### config.mk
export PLATFORM = sky130hd
export DESIGN_NAME = number_to_ascii_formatter_top_flat
export DESIGN_NICKNAME = d
export VERILOG_FILES = /design/src/sv/n2a_pkg.sv /design/src/sv/n2a_if.sv /design/src/sv/number_to_ascii_formatter_top.sv /design/src/flat_wrapper.sv
export SDC_FILE = /design/constraint.sdc
export NUM_CORES = 1
export LEC_CHECK = 0
export BUFFER_PORTS_ARGS = -buffer_cell sky130_fd_sc_hd__buf_2
export CAP_MARGIN = 20
export CORE_UTILIZATION = 57
export CTS_CLUSTER_SIZE = 20
export DETAILED_ROUTE_END_ITERATION = 6
export PLACE_DENSITY_LB_ADDON = 0.3
export SLEW_MARGIN = 20
export SYNTH_ARGS = -nofsm -noshare
export SYNTH_HDL_FRONTEND = slang
export SYNTH_SLANG_ARGS = --single-unit
### constraint.sdc
create_clock -name i_clk -period 7.7 [get_ports i_clk]
set_input_delay 2.31 -clock i_clk [delete_from_list [all_inputs] [get_ports i_clk]]
set_output_delay 2.31 -clock i_clk [all_outputs]
set_load 0.05 [all_outputs]
### src/sv/n2a_pkg.sv
`default_nettype none

package n2a_pkg;

    localparam int DEC_DIGITS = 7;
    localparam int VALUE_W    = 24;
    localparam int SUFFIX_W   = 2;
    localparam int CHAR_W     = 8;
    localparam int DIGIT_W    = 4;

    // Longest run of characters: all digits plus a two-character suffix.
    localparam int NCH     = DEC_DIGITS + 2;
    localparam int CNT_W   = $clog2(NCH + 1);
    localparam int LEAD_W  = $clog2(DEC_DIGITS + 1);

    localparam logic MODE_DEC = 1'b0;
    localparam logic MODE_HEX = 1'b1;

    localparam logic [SUFFIX_W-1:0] SUF_NONE  = 2'd0;
    localparam logic [SUFFIX_W-1:0] SUF_COMMA = 2'd1;
    localparam logic [SUFFIX_W-1:0] SUF_CR    = 2'd2;

    localparam logic [CHAR_W-1:0] ASCII_ZERO  = 8'h30;
    localparam logic [CHAR_W-1:0] ASCII_COMMA = 8'h2C;
    localparam logic [CHAR_W-1:0] ASCII_SPACE = 8'h20;
    localparam logic [CHAR_W-1:0] ASCII_CR    = 8'h0D;

    function automatic logic [63:0] pow10(input int n);
        logic [63:0] p;
        p = 64'd1;
        for (int i = 0; i < n; i++) begin
            p = p * 64'd10;
        end
        return p;
    endfunction

    localparam logic [63:0] DEC_LIMIT = pow10(DEC_DIGITS) - 64'd1;

    function automatic logic [CHAR_W-1:0] hex_glyph(input logic [3:0] nib);
        logic [CHAR_W-1:0] c;
        if (nib < 4'd10) begin
            c = ASCII_ZERO + {4'b0000, nib};
        end else begin
            c = 8'h37 + {4'b0000, nib};
        end
        return c;
    endfunction

    typedef struct packed {
        logic                             mode;
        logic [SUFFIX_W-1:0]              suffix;
        logic [7:0]                       hb;
        logic [VALUE_W-1:0]               rem;
        logic [DEC_DIGITS-1:0][DIGIT_W-1:0] digits;
        logic [LEAD_W-1:0]                lead;
        logic                             started;
    } t_item;

endpackage

`default_nettype wire

### src/sv/n2a_if.sv
`default_nettype none

interface n2a_in_if;
    logic                           valid;
    logic                           ready;
    logic                           mode;
    logic [n2a_pkg::VALUE_W-1:0]    value;
    logic [n2a_pkg::SUFFIX_W-1:0]   suffix;

    modport source(output valid, mode, value, suffix, input ready);
    modport sink(input valid, mode, value, suffix, output ready);
endinterface

interface n2a_out_if;
    logic                           valid;
    logic                           ready;
    logic [n2a_pkg::CHAR_W-1:0]     out_char;
    logic                           last;

    modport source(output valid, out_char, last, input ready);
    modport sink(input valid, out_char, last, output ready);
endinterface

`default_nettype wire

### src/sv/number_to_ascii_formatter_top.sv
`default_nettype none

// Formats one number per input transaction as ASCII text: up to seven decimal digits with
// leading zeros dropped (saturating at 9999999), or one byte as two upper-case hex digits,
// followed by an optional ", " or carriage return. Each character leaves as its own output
// transaction, one per cycle while the output is ready, with last set on the final one.
// An item of n characters (1 to 9) therefore holds the output until all n have left, so
// the character serializer sets the sustained rate; a new item enters the pipeline in
// every cycle while the pipeline has room. From input to first character an item passes
// an input stage, one stage per decimal digit, a packing stage and the output register.
module number_to_ascii_formatter_top (
    input  wire logic   i_clk,
    input  wire logic   i_rst_n,
    n2a_in_if.sink      i_in,
    n2a_out_if.source   o_out
);

    localparam int D = n2a_pkg::DEC_DIGITS;

    n2a_pkg::t_item r_st [D+1];
    n2a_pkg::t_item n_st [D+1];
    logic [D:0]     r_vld;
    logic [D:0]     stage_en;

    logic [n2a_pkg::CHAR_W-1:0] r_pbuf [n2a_pkg::NCH];
    logic [n2a_pkg::CHAR_W-1:0] n_pbuf [n2a_pkg::NCH];
    logic [n2a_pkg::CNT_W-1:0]  r_pcnt;
    logic [n2a_pkg::CNT_W-1:0]  n_pcnt;
    logic                       r_pvld;
    logic                       pack_en;

    logic [n2a_pkg::CHAR_W-1:0] r_obuf [n2a_pkg::NCH];
    logic [n2a_pkg::CNT_W-1:0]  r_ocnt;
    logic                       out_free;
    logic                       out_take;

    // Output side: the buffer reloads once its last character goes or when it is empty.
    assign out_take = o_out.valid && o_out.ready;
    assign out_free = (r_ocnt == '0) || ((r_ocnt == n2a_pkg::CNT_W'(1)) && o_out.ready);
    assign pack_en  = !r_pvld || out_free;

    always_comb begin
        stage_en[D] = !r_vld[D] || pack_en;
        for (int i = D - 1; i >= 0; i--) begin
            stage_en[i] = !r_vld[i] || stage_en[i+1];
        end
    end

    assign i_in.ready = stage_en[0];

    // Input stage: saturate the decimal value and keep the raw byte for hex.
    always_comb begin
        n_st[0]         = '0;
        n_st[0].mode    = i_in.mode;
        n_st[0].suffix  = i_in.suffix;
        n_st[0].hb      = i_in.value[7:0];
        if ({{(64 - n2a_pkg::VALUE_W){1'b0}}, i_in.value} > n2a_pkg::DEC_LIMIT) begin
            n_st[0].rem = n2a_pkg::DEC_LIMIT[n2a_pkg::VALUE_W-1:0];
        end else begin
            n_st[0].rem = i_in.value;
        end
    end

    // One stage per decimal digit, most significant first.
    for (genvar k = 0; k < D; k++) begin : g_digit
        localparam logic [63:0] P = n2a_pkg::pow10(D - 1 - k);
        logic [n2a_pkg::DIGIT_W-1:0] d;
        logic [63:0]                 sub;

        always_comb begin
            n_st[k+1] = r_st[k];
            d   = '0;
            sub = '0;
            for (int m = 1; m < 10; m++) begin
                if ({{(64 - n2a_pkg::VALUE_W){1'b0}}, r_st[k].rem} >= (64'(m) * P)) begin
                    d   = n2a_pkg::DIGIT_W'(m);
                    sub = 64'(m) * P;
                end
            end
            n_st[k+1].digits[k] = d;
            n_st[k+1].rem       = r_st[k].rem - sub[n2a_pkg::VALUE_W-1:0];
            // The final digit always prints, so it never counts as a leading zero.
            if (!r_st[k].started && (d == '0) && (k != D - 1)) begin
                n_st[k+1].lead = r_st[k].lead + n2a_pkg::LEAD_W'(1);
            end
            n_st[k+1].started = r_st[k].started || (d != '0);
        end
    end

    always_ff @(posedge i_clk) begin
        if (!i_rst_n) begin
            r_vld <= '0;
        end else begin
            if (stage_en[0]) begin
                r_vld[0] <= i_in.valid;
            end
            for (int i = 1; i <= D; i++) begin
                if (stage_en[i]) begin
                    r_vld[i] <= r_vld[i-1];
                end
            end
        end
    end

    always_ff @(posedge i_clk) begin
        for (int i = 0; i <= D; i++) begin
            if (stage_en[i]) begin
                r_st[i] <= n_st[i];
            end
        end
    end

    // Packing stage: lay the characters out from position zero.
    always_comb begin
        logic [n2a_pkg::CNT_W-1:0]  body_n;
        logic [n2a_pkg::CNT_W-1:0]  suf_n;
        logic [n2a_pkg::CHAR_W-1:0] suf_a;
        logic [n2a_pkg::CHAR_W-1:0] suf_b;

        if (r_st[D].mode == n2a_pkg::MODE_HEX) begin
            body_n = n2a_pkg::CNT_W'(2);
        end else begin
            body_n = n2a_pkg::CNT_W'(D) - n2a_pkg::CNT_W'(r_st[D].lead);
        end

        suf_a = n2a_pkg::ASCII_COMMA;
        suf_b = n2a_pkg::ASCII_SPACE;
        case (r_st[D].suffix)
            n2a_pkg::SUF_COMMA: begin
                suf_n = n2a_pkg::CNT_W'(2);
            end
            n2a_pkg::SUF_CR: begin
                suf_n = n2a_pkg::CNT_W'(1);
                suf_a = n2a_pkg::ASCII_CR;
            end
            default: begin
                suf_n = '0;
            end
        endcase

        for (int j = 0; j < n2a_pkg::NCH; j++) begin
            n_pbuf[j] = '0;
            if (r_st[D].mode == n2a_pkg::MODE_HEX) begin
                if (j == 0) begin
                    n_pbuf[j] = n2a_pkg::hex_glyph(r_st[D].hb[7:4]);
                end else if (j == 1) begin
                    n_pbuf[j] = n2a_pkg::hex_glyph(r_st[D].hb[3:0]);
                end
            end else begin
                for (int m = 0; m < D; m++) begin
                    if (m == int'(r_st[D].lead) + j) begin
                        n_pbuf[j] = n2a_pkg::ASCII_ZERO + {4'b0000, r_st[D].digits[m]};
                    end
                end
            end
            if (n2a_pkg::CNT_W'(j) == body_n) begin
                n_pbuf[j] = suf_a;
            end else if (n2a_pkg::CNT_W'(j) == body_n + n2a_pkg::CNT_W'(1)) begin
                n_pbuf[j] = suf_b;
            end
        end
        n_pcnt = body_n + suf_n;
    end

    always_ff @(posedge i_clk) begin
        if (!i_rst_n) begin
            r_pvld <= 1'b0;
            r_ocnt <= '0;
        end else begin
            if (pack_en) begin
                r_pvld <= r_vld[D];
            end
            if (out_free) begin
                r_ocnt <= r_pvld ? r_pcnt : '0;
            end else if (out_take) begin
                r_ocnt <= r_ocnt - n2a_pkg::CNT_W'(1);
            end
        end
    end

    always_ff @(posedge i_clk) begin
        if (pack_en) begin
            r_pbuf <= n_pbuf;
            r_pcnt <= n_pcnt;
        end
        if (out_free) begin
            r_obuf <= r_pbuf;
        end else if (out_take) begin
            for (int j = 0; j < n2a_pkg::NCH - 1; j++) begin
                r_obuf[j] <= r_obuf[j+1];
            end
        end
    end

    assign o_out.valid    = (r_ocnt != '0);
    assign o_out.out_char = r_obuf[0];
    assign o_out.last     = (r_ocnt == n2a_pkg::CNT_W'(1));

endmodule

`default_nettype wire

### src/flat_wrapper.sv
// flat-port wrapper written by rule: the top's interface ports become plain ports
module number_to_ascii_formatter_top_flat 
  (i_clk, i_rst_n, i_in_valid, i_in_mode, i_in_value, i_in_suffix, i_in_ready, o_out_valid, o_out_out_char, o_out_last, o_out_ready);
  n2a_in_if i_in_i ();
  n2a_out_if o_out_i ();
  input  wire logic i_clk;
  input  wire logic i_rst_n;
  input wire logic [$bits(i_in_i.valid)-1:0] i_in_valid;
  input wire logic [$bits(i_in_i.mode)-1:0] i_in_mode;
  input wire logic [$bits(i_in_i.value)-1:0] i_in_value;
  input wire logic [$bits(i_in_i.suffix)-1:0] i_in_suffix;
  output wire logic [$bits(i_in_i.ready)-1:0] i_in_ready;
  output wire logic [$bits(o_out_i.valid)-1:0] o_out_valid;
  output wire logic [$bits(o_out_i.out_char)-1:0] o_out_out_char;
  output wire logic [$bits(o_out_i.last)-1:0] o_out_last;
  input wire logic [$bits(o_out_i.ready)-1:0] o_out_ready;
  assign i_in_i.valid = i_in_valid;
  assign i_in_i.mode = i_in_mode;
  assign i_in_i.value = i_in_value;
  assign i_in_i.suffix = i_in_suffix;
  assign i_in_ready = i_in_i.ready;
  assign o_out_valid = o_out_i.valid;
  assign o_out_out_char = o_out_i.out_char;
  assign o_out_last = o_out_i.last;
  assign o_out_i.ready = o_out_ready;
  number_to_ascii_formatter_top u_core (.i_clk(i_clk), .i_rst_n(i_rst_n), .i_in(i_in_i), .o_out(o_out_i));
endmodule
==> run summary, run 1 <==
Worst-case headroom to the max-slew limit: 35.5%
Number of DRC violations after detailed-routing iteration 0: 1440
# placed instances: 2838
Area fraction in and, or, nand and nor cells after synthesis: 15.5%
Area of the die: 46000 sq um
Crit Path Class: input port to primary output
Total GRT Usage: 23.7%
Worst clock skew: 0.0134 ns
Synth warn: 0
Router iterations before antenna repair: 7
Kind of end point of the critical path: primary output
CTS Buf Count: 50
# hold bufs at CTS: 0
Xor-xnor portion of the synthesized cell area: 3.71%
Overflow left after global routing: 0
Htree depth: 2
Worst Hold Class: register to register
Total Wirelength: 54200 um
CP arrival: 4.53 ns
Number of buffer cells added on primary ports: 40
Setup violations, final: 0
Count of antenna-violating nets left after detailed routing: 0
Floorplan row count: 77
Maximum number of pins on one net before global-route repair: 63
Synth Register Bits: 510
Clk pin slew, worst setup/hold paths: 0.06 ns
CTS root buffer: sky130_fd_sc_hd__clkbuf_16
Diode count: 0
Worst slack after detailed placement: 0.891 ns
Setup TNS: 0 ns
Pin slew with the least headroom to its limit: 0.964 ns
Pwr/cell area: 321 nW/um^2
Number of flops mapped to enable cells by yosys: 497
Layout Area Growth over Synthesis: 9.90%
Main combinational cell family by area after synthesis: simple AND/OR/NAND/NOR gates
Clock net sink count: 510
Clock network latency to the later pin of the worst-skew pair: 0.60 ns
Wire length of the first global-routing pass: 87900 um
Peak ir drop on the vdd network: 367 uV
Via count of the first global-routing pass: 17000
Residual DRC count: 0
Met2 usage: 39.8%
Die width: 215 um
Global-route track usage on met3: 4.06%
Synthesized netlist net count: 2403
Number of hold-slack violations in the final timing report: 0
Initial antenna violation count: 1
Fin area: 28300 sq um
Synthesized-area fraction occupied by adder cells: 4.85%
Static Leakage: 10.8 nW
Post-synthesis instance area: 25800 sq um
Portion of the clock cycle consumed by the worst path in the final layout: 88.9%
Post-Place Cell Area: 26500 sq um
Met1 Track Usage GR: 31.2%
Worst Setup Slack, final: 0.857 ns
Dominant cell type by area after synthesis: sky130_fd_sc_hd__edfxtp_1
Boundary pin count: 42
Compound-gate portion of the synthesized area: 13.0%
Post-detailed-route wirelength per cell: 18.5 um
Slew Limit Fails: 0
Final Net Count: 2423
Number of gates resized after cts: 0
Most congested layer reported by global routing: met2
Post-CTS setup buffers: 0
Post-synthesis cell type count: 82
Standard cell core area: 44400 sq um
Nature of the critical path startpoint: input port
Number of buffers on the longest clock path: 3
HPWL reported at the end of detailed placement: 38000 um
Gate count after technology mapping: 2278
Clock tree from TritonCTS: yes
Data required time at the worst endpoint: 5.39 ns
Vias post-DR: 17600
Maximum frequency from static timing analysis: 146 MHz
Highest fanout seen on the critical path: 37
Number of non-filler instances in the completed layout: 2931
Share of final-layout standard cells stronger than drive strength 1: 8.59%
Proportion of synthesized area in mux cells: 1.06%
Sequential area share after synthesis: 59.0%
Routed via count divided by cell count: 6.00
Synth Area per Inst: 11.3 sq um
Leading register cell type out of synthesis: sky130_fd_sc_hd__edfxtp_1
Weighted congestion reported at the end of routability-driven placement: 0.977
Initial Util: 58.0%
RSZ-0062 raised after global routing: no
Count of maximum capacitance violations: 0
Area contributors post-synth: sky130_fd_sc_hd__edfxtp_1 (58%), sky130_fd_sc_hd__nand2_1 (4.6%), sky130_fd_sc_hd__ha_1 (4.2%), sky130_fd_sc_hd__a21oi_1 (2.8%), sky130_fd_sc_hd__nor2_1 (2.6%)
Die H: 215 um
Fraction of registers with async set/reset: 0%
Run status: completed
Min Tclk post-route: 6.84 ns
Area share of the largest cell type after synthesis: 58.0%
[cells in the mapped netlist, drive strengths merged, types with 32 or more instances]
| library cell | instances |
|---|---|
| nor4 | 32 |
| nor2 | 179 |
| ha | 87 |
| clkbuf | 68 |
| inv | 90 |
| xnor2 | 61 |
| edfxtp | 497 |
| o21ai | 116 |
| nor2b | 37 |
| nand3 | 45 |
| a21oi | 145 |
| nor3 | 44 |
| and2 | 35 |
| xor2 | 48 |
| nand2 | 315 |
| nand2b | 45 |
[cell families (layout without fill, tap and decap cells)]
| logic type | Yosys count | after routing |
|---|---|---|
| simple gates | 842 | 842 |
| compound gates | 515 | 515 |
| flops | 510 | 510 |
| buf+inv | 184 | 245 |
| xor+xnor | 109 | 109 |
| fa+ha+maj | 96 | 96 |
| mux | 21 | 21 |
| other cells | 1 | 1 |
[flip-flops by register name, indices dropped and copies added, names as in the netlist]
register and cells:
u_core.r_st 391, u_core.r_pbuf 51, u_core.r_obuf 44, u_core.r_vld 8, u_core.o_out.out_char 7, u_core.r_ocnt 4
u_core.r_pcnt 4, u_core.r_pvld 1
[power by group]
part           internal [W]  total (W)  switching, W
logic              0.000823    0.00210       0.00127
clock network       0.00162    0.00265       0.00103
registers           0.00381    0.00433      0.000514
total               0.00625    0.00907       0.00282
[path summary, 6_finish.rpt]
| kind | start | end | slack (ns) | cells past startpoint |
|---|---|---|---|---|
| setup / recovery | o_out_ready | i_in_ready | 0.86 | 10 |
| hold / removal | u_core.r_st[1][147]$_DFFE_PP_ | u_core.r_st[1][214]$_DFFE_PP_ | 0.41 | 0 |
| setup reg to reg | u_core.r_st[1][48]$_DFFE_PP_ | u_core.r_st[1][119]$_DFFE_PP_ | 2.05 | 20 |
| hold reg to reg | u_core.r_st[1][147]$_DFFE_PP_ | u_core.r_st[1][214]$_DFFE_PP_ | 0.41 | 0 |
[cell usage in the layout (no fill, tap or decap), drive strengths merged, types with 15 or more instances in the layout]
| cell type | instances |
|---|---|
| nand4 | 15 |
| nor2b | 37 |
| and2 | 35 |
| ha | 87 |
| nor2 | 179 |
| o21a | 25 |
| nor4 | 32 |
| nand2b | 45 |
| o21ai | 116 |
| nor3 | 44 |
| a211oi | 19 |
| or3 | 20 |
| or2 | 19 |
| edfxtp | 497 |
| nand2 | 315 |
| buf | 58 |
| xor2 | 48 |
| inv | 92 |
| a31oi | 24 |
| clkbuf | 62 |
| o211ai | 15 |
| xnor2 | 61 |
| a21boi | 18 |
| clkinv | 19 |
| nand3 | 45 |
| a21oi | 145 |
| a21o | 22 |
| and3 | 15 |
[through the flow]
| stage | utilization [%] | power, W | hold WS, ns |
|---|---|---|---|
| floorplan | - | 0.00589 | 0.400 |
| global placement | 59.6 | 0.00636 | 0.400 |
| detailed placement | 59.6 | 0.00645 | 0.405 |
| CTS | 63.7 | 0.00912 | 0.406 |
| global route | 63.7 | 0.00956 | 0.415 |
| finish | 63.7 | 0.00907 | 0.410 |
[worst max-delay path, cell delays in order]
cell                       delay (ns)
sky130_fd_sc_hd__buf_2           0.13
sky130_fd_sc_hd__a21oi_1         0.15
sky130_fd_sc_hd__nand2b_1        0.18
sky130_fd_sc_hd__nand3_2         0.10
sky130_fd_sc_hd__nor2_1          0.35
sky130_fd_sc_hd__and3_1          0.34
sky130_fd_sc_hd__and3_1          0.32
sky130_fd_sc_hd__nand3_2         0.09
sky130_fd_sc_hd__buf_4           0.27
sky130_fd_sc_hd__buf_2           0.27
[layer usage]
metal | wire length (um) | vias to the layer above | part of all wire [%]
met2 | 26300 | 591 | 49
li1 | - | 8466 | -
met5 | 10 | - | 0.018
met4 | 1510 | 2 | 2.8
met1 | 23000 | 8404 | 42
met3 | 3320 | 110 | 6.1
[cell type report]
cell class              instances  area, sq um
clock buffers                  62         1340
clock inverters                31          485
fillers                      3414        16100
inverters                      94          354
multi-input cells            1584         9860
flip-flops and latches        510        15200
well taps                     592          741
repair buffers                 58          335
Power figures use the tool's default switching activity.
==> run 2: changes to the inputs <==
GPL_TIMING_DRIVEN = 0   (was default)
==> run summary, run 2 (synthesis gave the netlist of run 1 again) <==
Proportion of power drawn by flip-flops and latches: 47.4% (-0.3 points)
Series of cell instances along the critical path: buf_2 > a21oi_1 > nand2b_2 > nand3_4 > nor2_4 > and3_1 > and3_1 > nand3_4 > buf_2
Internal power consumption: 0.00606 W (-3.1%)
Post-CTS setup buffers: 0 (unchanged)
CTS root buffer: sky130_fd_sc_hd__clkbuf_16
Number of buffer cells added on primary ports: 40 (unchanged)
Critical path's top delay family: simple AND/OR/NAND/NOR gates
Static Leakage: 10.9 nW (+0.80%)
Highest fanout seen on the critical path: 19 (-49%)
Residual DRC count: 0 (unchanged)
Number of flip-flops in the largest register: 391 (unchanged)
Floorplan row count: 77 (unchanged)
Htree depth: 2 (unchanged)
Buffers & Inverters on Critical Path: 2 (-1)
Boundary pin count: 42 (unchanged)
Number of non-filler instances in the completed layout: 3009 (+2.7%)
Kind of end point of the critical path: primary output
Number of DRC violations after detailed-routing iteration 0: 1306 (-9.3%)
Worst slack after detailed placement: -1.17 ns (-2.07 ns)
Number of hold-slack violations in the final timing report: 0 (unchanged)
Standard cell core area: 44400 sq um (unchanged)
Number of buffers on the longest clock path: 3 (unchanged)
Slowest cell on crit path: sky130_fd_sc_hd__and3_1
Clock net sink count: 510 (unchanged)
Final-layout fill cell count: 3321 (-2.7%)
Worst clock skew: 0.0348 ns (+0.0214 ns)
Fin area: 28600 sq um (+0.91%)
Vias post-DR: 17900 (+1.8%)
Peak ir drop on the vdd network: 308 uV (-16%)
Setup slack, reg-to-reg: 1.94 ns (-0.11 ns)
Setup violations, final: 0 (unchanged)
Clock tree from TritonCTS: yes
Via count of the first global-routing pass: 17500 (+2.8%)
Initial antenna violation count: 0 (-1)
CTS Buf Count: 50 (unchanged)
Die H: 215 um (unchanged)
Clock power frac: 26.7% (-2.5 points)
Power after layout: 0.00898 W (-1.1%)
Top flop regs: u_core.r_st: 391 flops, u_core.r_pbuf: 51 flops, u_core.r_obuf: 44 flops
Wire length of the first global-routing pass: 93600 um (+6.4%)
Crit Path Class: input port to primary output
Run status: completed
Pin slew with the least headroom to its limit: 1.17 ns (+0.208 ns)
Worst Hold Class: register to register
Diode count: 0 (unchanged)
Total Wirelength: 59600 um (+10%)
Total GRT Usage: 25.7% (+2.0 points)
Most common library cell in the layout ignoring fill and taps: sky130_fd_sc_hd__edfxtp_1
Portion of the clock cycle consumed by the worst path in the final layout: 95.9% (+7.0 points)
Overflow left after global routing: 0 (unchanged)
Count of maximum capacitance violations: 0 (unchanged)
Router iterations before antenna repair: 6 (-1)
Combinational group share of total power: 25.9% (+2.8 points)
CP arrival: 5.07 ns (+0.54 ns)
Weighted congestion reported at the end of routability-driven placement: 0.966 (-1.1%)
Most frequent cells in the layout: sky130_fd_sc_hd__edfxtp_1 (497), sky130_fd_sc_hd__nand2_1 (311), sky130_fd_sc_hd__nor2_1 (178), sky130_fd_sc_hd__a21oi_1 (143), sky130_fd_sc_hd__o21ai_0 (115)
Maximum number of pins on one net before global-route repair: 63 (unchanged)
Area of the die: 46000 sq um (unchanged)
Switching Fraction: 32.5% (+1.4 points)
# placed instances: 2916 (+2.7%)
Nature of the critical path startpoint: input port
Count of antenna-violating nets left after detailed routing: 0 (unchanged)
Routed via count divided by cell count: 5.95 (-0.82%)
Worst-case headroom to the max-slew limit: 21.7% (-14 points)
Pwr/cell area: 314 nW/um^2 (-2.0%)
Data required time at the worst endpoint: 5.39 ns (about the same)
Clock network latency to the later pin of the worst-skew pair: 0.62 ns (+0.02 ns)
RSZ-0062 raised after global routing: no
Top register by number of flip-flops: u_core.r_st
Clk pin slew, worst setup/hold paths: 0.06 ns (about the same)
Total net switching power: 0.00292 W (+3.4%)
Post-detailed-route wirelength per cell: 19.8 um (+7.3%)
Slew Limit Fails: 0 (unchanged)
Initial Util: 58.0% (unchanged)
HPWL reported at the end of detailed placement: 42900 um (+13%)
Worst Setup Slack, final: 0.316 ns (-0.541 ns)
Min Tclk post-route: 7.38 ns (+0.541 ns)
Die width: 215 um (unchanged)
Layout Area Growth over Synthesis: 10.9%
Maximum frequency from static timing analysis: 135 MHz (-7.3%)
Final Net Count: 2504 (+3.3%)
Delay of the slowest cell on the worst path: 0.47 ns (+0.12 ns)
Share of final-layout standard cells stronger than drive strength 1: 8.19% (-0.40 points)
Post-Place Cell Area: 26900 sq um (+1.5%)
## run 2: cell type report
| class | instances | area, sq um | area share (%) |
|---|---|---|---|
| flip-flops and latches | 510 | 15200 | 53.2 |
| clock buffers | 62 | 1330 | 4.64 |
| clock inverters | 28 | 310 | 1.09 |
| repair buffers | 46 | 335 | 1.17 |
| inverters | 94 | 355 | 1.24 |
| multi-input cells | 1587 | 9930 | 34.8 |
| well taps | 592 | 741 | 2.59 |
| plain buffers | 90 | 379 | 1.33 |
## run 2: path summary, 6_finish.rpt
path / from / endpoint / depth (start not counted)
max: o_out_ready / i_in_ready / 9
min reg2reg: u_core.r_st[1][149]$_DFFE_PP_ / u_core.r_st[1][216]$_DFFE_PP_ / 0
min: u_core.r_st[1][149]$_DFFE_PP_ / u_core.r_st[1][216]$_DFFE_PP_ / 0
max reg2reg: u_core.r_st[1][48]$_DFFE_PP_ / u_core.r_st[1][119]$_DFFE_PP_ / 21
## run 2: what timing repair did
action,4_1_cts,5_1_grt
setup endpoints to repair,1,1
pin swaps,0,2
cloned,0,3
gates resized for setup,4,1
hold buffers,0,0
## run 2: through the flow
step	TNS [ns]	hold slack, ns	util (%)
5_1_grt	0	0.413	64.3
4_1_cts	0	0.397	64.2
3_3_place_gp	-0.549	0.400	60.1
3_5_place_dp	-1.17	0.405	60.5
6_report	0	0.403	64.3
2_1_floorplan	0	0.400	-
## run 2: routing by layer
layer	up-vias	GRT usage, %	routed length, um
met5	-	0	0
met4	0	6.98	1430
met3	84	4.33	3950
met2	607	43.4	28500
met1	8574	34.5	25700
li1	8627	-	-
## run 2: power groups by stage
stage | logic (W) | registers (W) | clock network, W
detailed placement | 0.00227 | 0.00430 | 0
global route | 0.00260 | 0.00433 | 0.00255
floorplan | 0.00176 | 0.00414 | 0
CTS | 0.00229 | 0.00425 | 0.00244
finish | 0.00232 | 0.00426 | 0.00240
global placement | 0.00219 | 0.00429 | 0
## run 2: worst register-to-register path: stages (launching register included)
cell                       delay (ns)
sky130_fd_sc_hd__edfxtp_1        0.46
sky130_fd_sc_hd__or4_1           0.60
sky130_fd_sc_hd__nor4_1          0.48
sky130_fd_sc_hd__nand3_1         0.35
sky130_fd_sc_hd__nor2_1          0.26
sky130_fd_sc_hd__o21ai_0         0.15
sky130_fd_sc_hd__o21bai_1        0.16
sky130_fd_sc_hd__a21oi_1         0.13
sky130_fd_sc_hd__o21ai_0         0.30
sky130_fd_sc_hd__ha_1            0.23
sky130_fd_sc_hd__inv_1           0.05
sky130_fd_sc_hd__fa_1            0.40
sky130_fd_sc_hd__a21o_1          0.20
sky130_fd_sc_hd__a21oi_1         0.21
sky130_fd_sc_hd__o21ai_0         0.10
sky130_fd_sc_hd__a21oi_1         0.22
sky130_fd_sc_hd__nor2b_1         0.07
sky130_fd_sc_hd__o21a_1          0.18
sky130_fd_sc_hd__or3_1           0.31
sky130_fd_sc_hd__clkbuf_1        0.18
sky130_fd_sc_hd__or3_1           0.35
sky130_fd_sc_hd__xnor2_1         0.13
